--- src/design/tdr_pkg.sv ---
package tdr_pkg;

    localparam int STORE_DEPTH_DEF = 16;

    localparam int TIME_W = 32;
    localparam int TEMP_W = 16;
    localparam int ENTRY_W = TIME_W + TEMP_W;
    localparam int CFG_IDX_W = 3;
    localparam int CFG_DATA_W = 16;

    // configuration register indexes
    localparam logic [CFG_IDX_W-1:0] CFG_WINDOW_SECONDS = 3'd0;
    localparam logic [CFG_IDX_W-1:0] CFG_DROP_THRESHOLD = 3'd1;
    localparam logic [CFG_IDX_W-1:0] CFG_RECOVER_NUM    = 3'd2;
    localparam logic [CFG_IDX_W-1:0] CFG_RECOVER_DEN    = 3'd3;
    localparam logic [CFG_IDX_W-1:0] CFG_CONFIRM_SECONDS = 3'd4;
    localparam logic [CFG_IDX_W-1:0] CFG_DETACHED_CODE  = 3'd5;
    localparam logic [CFG_IDX_W-1:0] CFG_INVALID_CODE   = 3'd6;

    // register reset values
    localparam logic [15:0] RST_WINDOW_SECONDS  = 16'd180;
    localparam logic [14:0] RST_DROP_THRESHOLD  = 15'd250;
    localparam logic [7:0]  RST_RECOVER_NUM     = 8'd1;
    localparam logic [7:0]  RST_RECOVER_DEN     = 8'd2;
    localparam logic [15:0] RST_CONFIRM_SECONDS = 16'd1200;
    localparam logic [15:0] RST_DETACHED_CODE   = 16'h8000;
    localparam logic [15:0] RST_INVALID_CODE    = 16'h8001;

    typedef enum logic [1:0] {
        EVT_NONE      = 2'd0,
        EVT_DETECTED  = 2'd1,
        EVT_CONFIRMED = 2'd2,
        EVT_ESCALATED = 2'd3
    } tdr_event_t;

    typedef enum logic [2:0] {
        ST_IDLE,
        ST_SCAN,
        ST_DECIDE,
        ST_RECOV,
        ST_JUDGE,
        ST_FIN
    } tdr_state_t;

endpackage

--- src/design/temp_drop_recovery_detector.sv ---
// Temperature drop and recovery detector. Each request carries a timestamp in
// seconds and a temperature in tenths of a degree; each request yields exactly
// one result (event_res, pending). Samples equal to detached_code or
// invalid_code are skipped straight to the finish state. While no drop is
// active, the block walks its sample store (a ring buffer in a synchronous RAM
// with one write and one read port) once per request: one entry is read per
// cycle, entries older than window_seconds are squeezed out, and the maximum
// of the rest is the reference. A request thus occupies the block longer the
// more entries the store holds, set by the single RAM read port. While a drop
// is active, the recovery test uses two small multipliers in the RECOV and
// JUDGE states. A new request is taken only in the idle state, but a finished
// result sits in an output register, so the next request may start while the
// previous result still waits to be taken.
// There is no clearing pass: the store is tracked by a head pointer and a
// count, and only entries below the count are ever read.
module temp_drop_recovery_detector #(
    parameter int STORE_DEPTH = tdr_pkg::STORE_DEPTH_DEF
) (
    input  logic                              clk,
    input  logic                              rst_n,
    // sample requests
    input  logic                              in_valid,
    output logic                              in_ready,
    input  logic [31:0]                       sample_time,
    input  logic signed [15:0]                pit_temp,
    // results
    output logic                              out_valid,
    input  logic                              out_ready,
    output logic [1:0]                        event_res,
    output logic                              pending,
    // configuration writes
    input  logic                              cfg_valid,
    output logic                              cfg_ready,
    input  logic [tdr_pkg::CFG_IDX_W-1:0]     cfg_index,
    input  logic [tdr_pkg::CFG_DATA_W-1:0]    cfg_data
);

    localparam int AW = $clog2(STORE_DEPTH);
    localparam int CW = $clog2(STORE_DEPTH + 1);

    // ------------------------------------------------------------------
    // Configuration registers
    // ------------------------------------------------------------------
    logic [15:0]        window_seconds_reg;
    logic [14:0]        drop_threshold_reg;
    logic [7:0]         recover_num_reg;
    logic [7:0]         recover_den_reg;
    logic [15:0]        confirm_seconds_reg;
    logic signed [15:0] detached_code_reg;
    logic signed [15:0] invalid_code_reg;

    // Always ready: the user must write only while the block is idle; the block does not enforce it.
    assign cfg_ready = 1'b1;

    always_ff @(posedge clk or negedge rst_n)
    begin
        if (!rst_n)
        begin
            window_seconds_reg  <= tdr_pkg::RST_WINDOW_SECONDS;
            drop_threshold_reg  <= tdr_pkg::RST_DROP_THRESHOLD;
            recover_num_reg     <= tdr_pkg::RST_RECOVER_NUM;
            recover_den_reg     <= tdr_pkg::RST_RECOVER_DEN;
            confirm_seconds_reg <= tdr_pkg::RST_CONFIRM_SECONDS;
            detached_code_reg   <= tdr_pkg::RST_DETACHED_CODE;
            invalid_code_reg    <= tdr_pkg::RST_INVALID_CODE;
        end
        else if (cfg_valid && cfg_ready)
        begin
            case (cfg_index)
                tdr_pkg::CFG_WINDOW_SECONDS:  window_seconds_reg  <= cfg_data;
                tdr_pkg::CFG_DROP_THRESHOLD:  drop_threshold_reg  <= cfg_data[14:0];
                tdr_pkg::CFG_RECOVER_NUM:     recover_num_reg     <= cfg_data[7:0];
                tdr_pkg::CFG_RECOVER_DEN:     recover_den_reg     <= cfg_data[7:0];
                tdr_pkg::CFG_CONFIRM_SECONDS: confirm_seconds_reg <= cfg_data;
                tdr_pkg::CFG_DETACHED_CODE:   detached_code_reg   <= cfg_data;
                tdr_pkg::CFG_INVALID_CODE:    invalid_code_reg    <= cfg_data;
                default: ;
            endcase
        end
    end

    // ------------------------------------------------------------------
    // Sample store: ring buffer of {time, temp}, one write and one read port, registered read
    // ------------------------------------------------------------------
    logic [tdr_pkg::ENTRY_W-1:0] store_mem [STORE_DEPTH];
    logic [tdr_pkg::ENTRY_W-1:0] rd_data_reg;
    logic                        wr_en;
    logic [AW-1:0]               wr_addr;
    logic [tdr_pkg::ENTRY_W-1:0] wr_data;

    // ------------------------------------------------------------------
    // State
    // ------------------------------------------------------------------
    tdr_pkg::tdr_state_t  state_reg, state_next;
    tdr_pkg::tdr_event_t  evt_reg, evt_next;
    logic [AW-1:0]        head_reg, head_next;
    logic [CW-1:0]        count_reg, count_next;
    logic                 active_reg, active_next;
    logic signed [15:0]   ref_temp_reg, ref_temp_next;
    logic signed [15:0]   low_temp_reg, low_temp_next;
    logic [31:0]          detect_time_reg, detect_time_next;
    logic                 rd_pend_reg, rd_pend_next;
    logic                 out_valid_reg, out_valid_next;

    // working registers, loaded before use
    logic [31:0]          now_reg, now_next;
    logic signed [15:0]   temp_reg, temp_next;
    logic [AW-1:0]        rd_ptr_reg, rd_ptr_next;
    logic [AW-1:0]        wr_ptr_reg, wr_ptr_next;
    logic [CW-1:0]        rd_cnt_reg, rd_cnt_next;
    logic [CW-1:0]        keep_reg, keep_next;
    logic signed [15:0]   max_reg, max_next;
    logic signed [25:0]   prod_rec_reg, prod_rec_next;
    logic signed [25:0]   prod_drop_reg, prod_drop_next;
    logic                 tout_reg, tout_next;
    logic [1:0]           out_event_reg, out_event_next;
    logic                 out_pending_reg, out_pending_next;

    function automatic logic [AW-1:0] ring_inc(input logic [AW-1:0] p);
        ring_inc = (p == AW'(STORE_DEPTH - 1)) ? '0 : p + 1'b1;
    endfunction

    // scan datapath: age test and running maximum on the entry just read
    logic [31:0]        ent_time;
    logic signed [15:0] ent_temp;
    logic [31:0]        ent_limit;
    logic               ent_keep;
    logic               scan_issue;

    assign ent_time   = rd_data_reg[tdr_pkg::ENTRY_W-1:tdr_pkg::TEMP_W];
    assign ent_temp   = rd_data_reg[tdr_pkg::TEMP_W-1:0];
    assign ent_limit  = ent_time + {16'd0, window_seconds_reg};
    assign ent_keep   = ent_limit >= now_reg;
    assign scan_issue = rd_cnt_reg != count_reg;

    // drop test against the window maximum
    logic signed [16:0] ref_diff;
    logic               drop_hit;
    logic               store_full;

    assign ref_diff   = {max_reg[15], max_reg} - {temp_reg[15], temp_reg};
    assign drop_hit   = (keep_reg != '0) && (ref_diff >= $signed({2'b00, drop_threshold_reg}));
    assign store_full = keep_reg == CW'(STORE_DEPTH);

    // recovery datapath, operands for the two multipliers
    logic signed [15:0] low_new;
    logic signed [25:0] drop_ext;
    logic signed [25:0] rec_ext;
    logic [31:0]        since_detect;

    assign low_new      = (temp_reg < low_temp_reg) ? temp_reg : low_temp_reg;
    assign drop_ext     = 26'(ref_temp_reg) - 26'(low_new);
    assign rec_ext      = 26'(temp_reg) - 26'(low_new);
    assign since_detect = now_reg - detect_time_reg;

    logic is_sentinel;
    assign is_sentinel = (pit_temp == detached_code_reg) || (pit_temp == invalid_code_reg);

    assign in_ready  = state_reg == tdr_pkg::ST_IDLE;
    assign out_valid = out_valid_reg;
    assign event_res = out_event_reg;
    assign pending   = out_pending_reg;

    // ------------------------------------------------------------------
    // Next state and datapath control
    // ------------------------------------------------------------------
    always_comb
    begin
        state_next       = state_reg;
        evt_next         = evt_reg;
        head_next        = head_reg;
        count_next       = count_reg;
        active_next      = active_reg;
        ref_temp_next    = ref_temp_reg;
        low_temp_next    = low_temp_reg;
        detect_time_next = detect_time_reg;
        rd_pend_next     = 1'b0;
        out_valid_next   = out_valid_reg && !out_ready;
        now_next         = now_reg;
        temp_next        = temp_reg;
        rd_ptr_next      = rd_ptr_reg;
        wr_ptr_next      = wr_ptr_reg;
        rd_cnt_next      = rd_cnt_reg;
        keep_next        = keep_reg;
        max_next         = max_reg;
        prod_rec_next    = prod_rec_reg;
        prod_drop_next   = prod_drop_reg;
        tout_next        = tout_reg;
        out_event_next   = out_event_reg;
        out_pending_next = out_pending_reg;
        wr_en            = 1'b0;
        wr_addr          = wr_ptr_reg;
        wr_data          = {now_reg, temp_reg};

        case (state_reg)
            tdr_pkg::ST_IDLE:
            begin
                if (in_valid)
                begin
                    now_next    = sample_time;
                    temp_next   = pit_temp;
                    rd_ptr_next = head_reg;
                    wr_ptr_next = head_reg;
                    rd_cnt_next = '0;
                    keep_next   = '0;
                    evt_next    = tdr_pkg::EVT_NONE;
                    // skip sentinel codes, else branch on drop state
                    if (is_sentinel)
                        state_next = tdr_pkg::ST_FIN;
                    else if (active_reg)
                        state_next = tdr_pkg::ST_RECOV;
                    else
                        state_next = tdr_pkg::ST_SCAN;
                end
            end

            tdr_pkg::ST_SCAN:
            begin
                // issue the next read; the read address always runs ahead of
                // the compaction write, so no forwarding is needed
                if (scan_issue)
                begin
                    rd_ptr_next  = ring_inc(rd_ptr_reg);
                    rd_cnt_next  = rd_cnt_reg + 1'b1;
                    rd_pend_next = 1'b1;
                end
                // retire the entry read last cycle: keep it or drop it
                if (rd_pend_reg && ent_keep)
                begin
                    wr_en       = 1'b1;
                    wr_addr     = wr_ptr_reg;
                    wr_data     = rd_data_reg;
                    wr_ptr_next = ring_inc(wr_ptr_reg);
                    keep_next   = keep_reg + 1'b1;
                    if (keep_reg == '0 || ent_temp > max_reg)
                        max_next = ent_temp;
                end
                if (!scan_issue && !rd_pend_reg)
                    state_next = tdr_pkg::ST_DECIDE;
            end

            tdr_pkg::ST_DECIDE:
            begin
                if (drop_hit)
                begin
                    active_next      = 1'b1;
                    ref_temp_next    = max_reg;
                    low_temp_next    = temp_reg;
                    detect_time_next = now_reg;
                    count_next       = '0;
                    evt_next         = tdr_pkg::EVT_DETECTED;
                end
                else
                begin
                    // append; a full ring overwrites its oldest entry
                    wr_en   = 1'b1;
                    wr_addr = wr_ptr_reg;
                    wr_data = {now_reg, temp_reg};
                    if (store_full)
                    begin
                        head_next  = ring_inc(head_reg);
                        count_next = keep_reg;
                    end
                    else
                    begin
                        count_next = keep_reg + 1'b1;
                    end
                end
                state_next = tdr_pkg::ST_FIN;
            end

            tdr_pkg::ST_RECOV:
            begin
                low_temp_next  = low_new;
                prod_rec_next  = rec_ext * $signed({18'd0, recover_den_reg});
                prod_drop_next = drop_ext * $signed({18'd0, recover_num_reg});
                tout_next      = since_detect >= {16'd0, confirm_seconds_reg};
                state_next     = tdr_pkg::ST_JUDGE;
            end

            tdr_pkg::ST_JUDGE:
            begin
                if (prod_rec_reg >= prod_drop_reg)
                    evt_next = tdr_pkg::EVT_CONFIRMED;
                else if (tout_reg)
                    evt_next = tdr_pkg::EVT_ESCALATED;
                else
                    evt_next = tdr_pkg::EVT_NONE;
                // restart the store holding only this sample
                if ((prod_rec_reg >= prod_drop_reg) || tout_reg)
                begin
                    active_next = 1'b0;
                    count_next  = CW'(1);
                    wr_en       = 1'b1;
                    wr_addr     = head_reg;
                    wr_data     = {now_reg, temp_reg};
                end
                state_next = tdr_pkg::ST_FIN;
            end

            tdr_pkg::ST_FIN:
            begin
                // hold until the output register is free
                if (!out_valid_reg || out_ready)
                begin
                    out_valid_next   = 1'b1;
                    out_event_next   = evt_reg;
                    out_pending_next = active_reg;
                    state_next       = tdr_pkg::ST_IDLE;
                end
            end

            default:
            begin
                state_next = tdr_pkg::ST_IDLE;
            end
        endcase
    end

    // ------------------------------------------------------------------
    // Registers
    // ------------------------------------------------------------------
    always_ff @(posedge clk or negedge rst_n)
    begin
        if (!rst_n)
        begin
            state_reg       <= tdr_pkg::ST_IDLE;
            evt_reg         <= tdr_pkg::EVT_NONE;
            head_reg        <= '0;
            count_reg       <= '0;
            active_reg      <= 1'b0;
            ref_temp_reg    <= '0;
            low_temp_reg    <= '0;
            detect_time_reg <= '0;
            rd_pend_reg     <= 1'b0;
            out_valid_reg   <= 1'b0;
        end
        else
        begin
            state_reg       <= state_next;
            evt_reg         <= evt_next;
            head_reg        <= head_next;
            count_reg       <= count_next;
            active_reg      <= active_next;
            ref_temp_reg    <= ref_temp_next;
            low_temp_reg    <= low_temp_next;
            detect_time_reg <= detect_time_next;
            rd_pend_reg     <= rd_pend_next;
            out_valid_reg   <= out_valid_next;
        end
    end

    always_ff @(posedge clk)
    begin
        now_reg         <= now_next;
        temp_reg        <= temp_next;
        rd_ptr_reg      <= rd_ptr_next;
        wr_ptr_reg      <= wr_ptr_next;
        rd_cnt_reg      <= rd_cnt_next;
        keep_reg        <= keep_next;
        max_reg         <= max_next;
        prod_rec_reg    <= prod_rec_next;
        prod_drop_reg   <= prod_drop_next;
        tout_reg        <= tout_next;
        out_event_reg   <= out_event_next;
        out_pending_reg <= out_pending_next;
    end

    // store RAM: one write, one registered read per cycle
    always_ff @(posedge clk)
    begin
        if (wr_en)
            store_mem[wr_addr] <= wr_data;
        rd_data_reg <= store_mem[rd_ptr_reg];
    end

endmodule

--- config.mk ---
export PLATFORM = sky130hd
export DESIGN_NAME = temp_drop_recovery_detector
export DESIGN_NICKNAME = d
export VERILOG_FILES = /design/src/design/tdr_pkg.sv /design/src/design/temp_drop_recovery_detector.sv
export SDC_FILE = /design/constraint.sdc
export NUM_CORES = 2
export LEC_CHECK = 0
export BUFFER_PORTS_ARGS = -buffer_cell sky130_fd_sc_hd__buf_4
export CORE_UTILIZATION = 35
export CTS_CLUSTER_SIZE = 24
export DETAILED_ROUTE_END_ITERATION = 10
export PLACE_DENSITY = 0.48
export SETUP_SLACK_MARGIN = 0.15
export SLEW_MARGIN = 20
export SYNTH_ARGS = -nofsm -noshare
export SYNTH_HDL_FRONTEND = slang
export SYNTH_SLANG_ARGS = --single-unit
--- constraint.sdc ---
create_clock -name clk -period 11.9 [get_ports clk]
set_input_delay 3.57 -clock clk [delete_from_list [all_inputs] [get_ports clk]]
set_output_delay 3.57 -clock clk [all_outputs]
set_load 0.05 [all_outputs]
# ---- Word-level counts from Yosys, hierarchy flattened
# Memory sizes are Yosys's and may differ from the RTL's. A register that Yosys moved wholly into a read port is not among the register bits.
# Index checks and enable logic that the tools add are counted.
dict set report totals {
  ff_bits 314
  latchBits 0
  mem_bits_rw 768
  romBits 0
  input_bits 72
  output_inout_bits 6
  wordCells 162
  memories 1
}
# memory words width read_ports rd_clocked_by_memory_dff write_ports line
set mem_list {}
lappend mem_list {store_mem 16 48 1 1 1 temp_drop_recovery_detector.sv:85} ;# logic [tdr_pkg::ENTRY_W-1:0] store_mem [STORE_DEPTH];
dict set report op_classes {
  n_addsub 10
  mul 2
  div_mod_pow 0
  magnitude_cmp 6
  eq_ne 25
  shift 0
  mux 48
  n_bitwise 1
  n_reduce_logical 40
}
# cell count
set ops {}
lappend ops {{48-bit 2-to-1 mux} 2}
lappend ops {{17-bit by 9-bit multiplier with 26-bit output} 2}
lappend ops {{16-bit by 16-bit subtractor with 17-bit output} 3}
lappend ops {{32-bit by 16-bit adder with 32-bit output} 1}
lappend ops {{16-bit == test} 2}
lappend ops {{32-bit by 16-bit >= comparator with 1-bit output} 1}
lappend ops {{32-bit >= comparator} 1}
lappend ops {{16-bit 2-to-1 mux} 2}
lappend ops {{4-bit 2-to-1 mux} 8}
lappend ops {{16-bit one-hot mux with 2 select lines} 1}
lappend ops {{32-bit subtractor} 1}
lappend ops {{5-bit 2-to-1 mux} 6}
lappend ops {{5-bit one-hot mux with 2 select lines} 3}
lappend ops {{26-bit >= comparator} 1}
lappend ops {{2-bit AND reduction} 12}
lappend ops {{3-bit AND reduction} 7}
lappend ops {{17-bit by 16-bit >= comparator with 1-bit output} 1}
lappend ops {{16-bit greater-than comparator} 1}
lappend ops {{16-bit < comparator} 1}
lappend ops {{4-bit one-hot mux with 2 select lines} 2}
lappend ops {{3-bit == test, second input constant} 5}
lappend ops {{3-bit one-hot mux with 5 select lines} 1}
lappend ops {{2-bit != test, second input constant} 7}
lappend ops {{4-bit by 1-bit adder with 4-bit output, second input constant} 3}
lappend ops {{22 further kinds} 58}

# ---- Logic depth before layout (Yosys ltp)
dict set report logic_depth {
  ltp_word 7
  mapped_depth 44
  ltp_nobuf 42
}

# ---- Worst setup path after synthesis
# Ideal clock, no wire load.
dict set report synth_path {
  kind {reg2reg}
  start {register temp_reg[7]}
  end {register prod_rec_reg[25] (data pin)}
  setup_ns 0.264
  t_arrival_ns 9.204
  t_required_ns 11.636
  slack_ns 2.432
  path_stages_with_launch 43
  path_buffers 2
  period_less_slack_ns 9.468
  path_cell_list {edfxtp_1 > ha_1 > and2_1 > o2111ai_1 > o21ai_1 > a31oi_4 > a21oi_4 > clkbuf_1 > buf_1 > nand2_1 > o21ai_0 > ha_1 > inv_1 > ha_1 > nor2_1 > a221o_1 > a21oi_1 > a2111oi_0 > (+7 left out) > nand2_1 > fa_1 > inv_1 > fa_1 > fa_1 > inv_1 > fa_1 > inv_1 > ha_1 > or3_1 > o31ai_1 > o2111ai_1 > a31oi_1 > nor2b_1 > o21ai_0 > nand2b_1 > o31ai_1 > xnor2_1}
}
dict set report synth_between {
  elab_chain_len 4
}
# element line
set synth_rtl {}
lappend synth_rtl {{start: declaration} temp_drop_recovery_detector.sv:107} ;# logic signed [15:0] temp_reg, temp_next;
lappend synth_rtl {{start signal: assignment} temp_drop_recovery_detector.sv:356} ;# temp_reg <= temp_next;
lappend synth_rtl {{16-bit < comparator} temp_drop_recovery_detector.sv:151} ;# assign low_new = (temp_reg < low_temp_reg) ? temp_reg : low_temp_reg;
lappend synth_rtl {{16-bit 2-to-1 mux} temp_drop_recovery_detector.sv:151}
lappend synth_rtl {{16-bit by 16-bit subtractor with 17-bit output (*)} temp_drop_recovery_detector.sv:153} ;# assign rec_ext = 26'(temp_reg) - 26'(low_new);
lappend synth_rtl {{17-bit by 9-bit multiplier with 26-bit output (*)} temp_drop_recovery_detector.sv:275} ;# prod_rec_next = rec_ext * $signed({18'd0, recover_den_reg});
lappend synth_rtl {{end signal: assignment} temp_drop_recovery_detector.sv:362} ;# prod_rec_reg <= prod_rec_next;
lappend synth_rtl {{end: declaration} temp_drop_recovery_detector.sv:113} ;# logic signed [25:0] prod_rec_reg, prod_rec_next;
# Every way passes the cells marked *; elsewhere a longest branch is shown, timed or not.
# A chain may end at the register's enable or synchronous reset.

# ---- Worst setup path in the final report
# Same ends and word-level chain as after synthesis.

==> metrics.txt <==
initial core utilization a little over a third; H-tree levels 3; Die Span X approximately 410 um; height of the die roughly 410 um; ratio of cells with drive above 1 in the final layout 16.3%; maximum clock frequency around 0.095 GHz; Root Buffer Master clkbuf_16; per-cell routed wire length ~23 um; status completed; WP data required 12.37 ns; number of antenna violations at the first check in global routing 26; area share of the largest cell type after synthesis a little under half; CTS Buf Count 120; Syn Inst Count ~4300; RSZ-0062 raised after global routing false; critical path class reg -> reg; Max clock buf depth 3; fin worst setup slack between 1 and 1.5 ns; Total GRT Usage between 15 and 20%; critical path arrival 11.00 ns; Syn. warnings 0; CP max-delay cell fa_1; PostCTS Resize Cnt 0; Largest register FFs around 770; final non-filler cell total 6836; CP startpoint kind flop; RR Startpoint temp_reg[7]; CP Max Fanout 27; DP HPWL between 100 and 150 mm; Worst Hold End event_res[0]; num rows ~150; Yosys cell types 85; core area ~0.17 sq mm; Synth Area in Adders ~14%; reg2reg end prod_rec_reg[25]; Net Count, Synth 4944; CTS tree yes; CP delay by family, top compound AO/OA/AOI/OAI gates; Die ar. about 0.17 sq mm; DRT antenna net count 0; Iteration-0 DRC Markers roughly 2800; FFs w/ async S/R, synth roughly 16%; Syn Std Cell Area 0.0597 sq mm; grt ovf 0; Sink Count 1130; largest family of logic cells by synthesized area adder cells; gpl congestion around 0.83; Reg clk slew, reported paths around 0.060 ns; Hold Buf Count CTS 0; leading area contributor after synthesis edfxtp_1; Worst R2R Setup Slack around 1.4 ns; Final nets just over 5000; boundary pin count 78; hold path depth 0; register area share after synthesis a little over half; final WL around 160 mm; reg2reg path depth 40; ys flop type edfxtp_1; total number of vias 34800; first-pass GRT wire length around 240 mm; HP Start evt_reg[0]; maxcap violations 0; area delta synth->final 13.4%; Final min period 10.52 ns; Max Slew Vio Count 0; Post-synth EDFFs between 900 and 1000; Fin. Hold Viols 0; postcts setup bufs 0; setup violators final 0; Setup TNS 0 ns; synthesized area per cell 13.7 sq um; placed cell count 6604; I/O Buffers 76; number of global-route vias before repair about 35000; Synth Area in XOR/XNOR under 10%; final worst-path cycle share around 90%; number of synthesized register bits between 1000 and 1500; multiplexer share of the synthesized area 10.8%; Tightest Pin Transition about 1.1 ns; Synth Area in Simple Gates under 10%; largest cells by area after synthesis edfxtp_1 (46%), mux4_2 (9.1%), fa_1 (7.3%); Slew headroom 22.9%; Max stage delay on crit path ~0.57 ns; CP Buf/Inv Count 5; largest net degree at the start of global routing approximately 140; Place WS 1.40 ns; post-synthesis compound-gate area fraction between 6 and 7%; Pre-antenna DRT Iters 6; Worst Setup End Kind flop; clock latency at the later pin of the worst-skew pair between 0.7 and 0.8 ns; vias per inst 5.09; Hold Path Class reg -> reg; DRC viols 0; clock skew between 0.06 and 0.07 ns
-- metal layers --
metal / global-route usage, % / up-vias / wire length (um)
met5: 0 / - / 61
met4: 5.29 / 8 / 4070
met3: 2.69 / 208 / 7830
met2: 30.0 / 751 / 75400
met1: 25.8 / 17900 / 71500
li1: - / 16000 / -
-- synthesized netlist by cell type (8+ instances only) --
library cell,number
buf_1,23
o21ai_0,200
mux4_2,240
dfrtp_1,157
a21boi_0,10
xor2_1,41
xnor2_1,142
nor3b_1,10
nor3_1,34
clkbuf_1,113
dfstp_2,19
ha_1,315
o21bai_1,21
dfxtp_1,48
edfxtp_1,906
o31ai_1,14
and3_1,21
a31oi_1,23
nand2b_1,39
nor2_1,142
mux2_2,70
nand4_1,37
mux2i_1,26
a21o_1,66
a221o_1,8
nor2b_1,55
a21oi_1,124
fa_1,217
and2_1,129
inv_1,529
nand2_1,339
nand3_1,36
a211oi_1,9
o21a_1,31
-- cells in the final DEF, fill, tap and decap left out, types with 36 or more instances in the layout --
master,Yosys,final
nand4_1,37,37
nand2_1,339,339
o21ai_0,200,194
clkbuf_16,0,121
buf_4,2,181
dfxtp_1,48,48
a21oi_1,124,124
mux4_2,240,240
fa_1,217,217
nand3_1,36,36
inv_1,529,528
ha_1,315,315
xor2_1,41,41
xnor2_1,142,142
nor2_1,142,128
mux2_2,70,70
nand2b_1,39,39
a21o_1,66,66
nor2b_1,55,55
dfrtp_1,157,157
and2_1,129,129
edfxtp_1,906,906
-- how the worst max path moves through the flow --
| stage | depth (start not counted) | to | start |
|---|---|---|---|
| after CTS | 40 | prod_rec_reg[25] | temp_reg[7] |
| after detailed placement | 40 | prod_rec_reg[25] | temp_reg[7] |
| final | 40 | prod_rec_reg[25] | temp_reg[7] |
| after global routing | 40 | prod_rec_reg[25] | temp_reg[2] |
| after floorplan | 42 | prod_rec_reg[25] | temp_reg[7] |
| after global placement | 40 | prod_rec_reg[25] | temp_reg[2] |
-- metrics by stage --
step / hold WS [ns] / util (%) / instance area [sq um]
final: 0.451 / 40.0 / 67600
after global routing: 0.479 / 40.0 / 67600
after CTS: 0.462 / 39.9 / 67600
after detailed placement: 0.449 / 37.5 / 63500
after global placement: 0.433 / 37.5 / 63500
after floorplan: 0.426 / - / 59700
-- layout make-up --
type	count	area (sq um)
flip-flops and latches	1130	32600
clock inverters	62	688
inverters	529	1990
well taps	2218	2780
diodes	2	5.00
repair buffers	187	1460
clock buffers	168	3380
multi-input cells	2540	24700
fillers	15900	102000
-- cells by family after synthesis --
logic type	after synthesis
flip-flops	1130
AO/OA/AOI/OAI	599
adder cells (fa/ha/maj)	541
other	1
AND/OR/NAND/NOR	879
buffers and inverters	670
XOR/XNOR	183
multiplexers	337
Power is left out: the tool's default activity adds up to more than one toggle a clock period on the data nets, which glitch-free logic cannot reach.
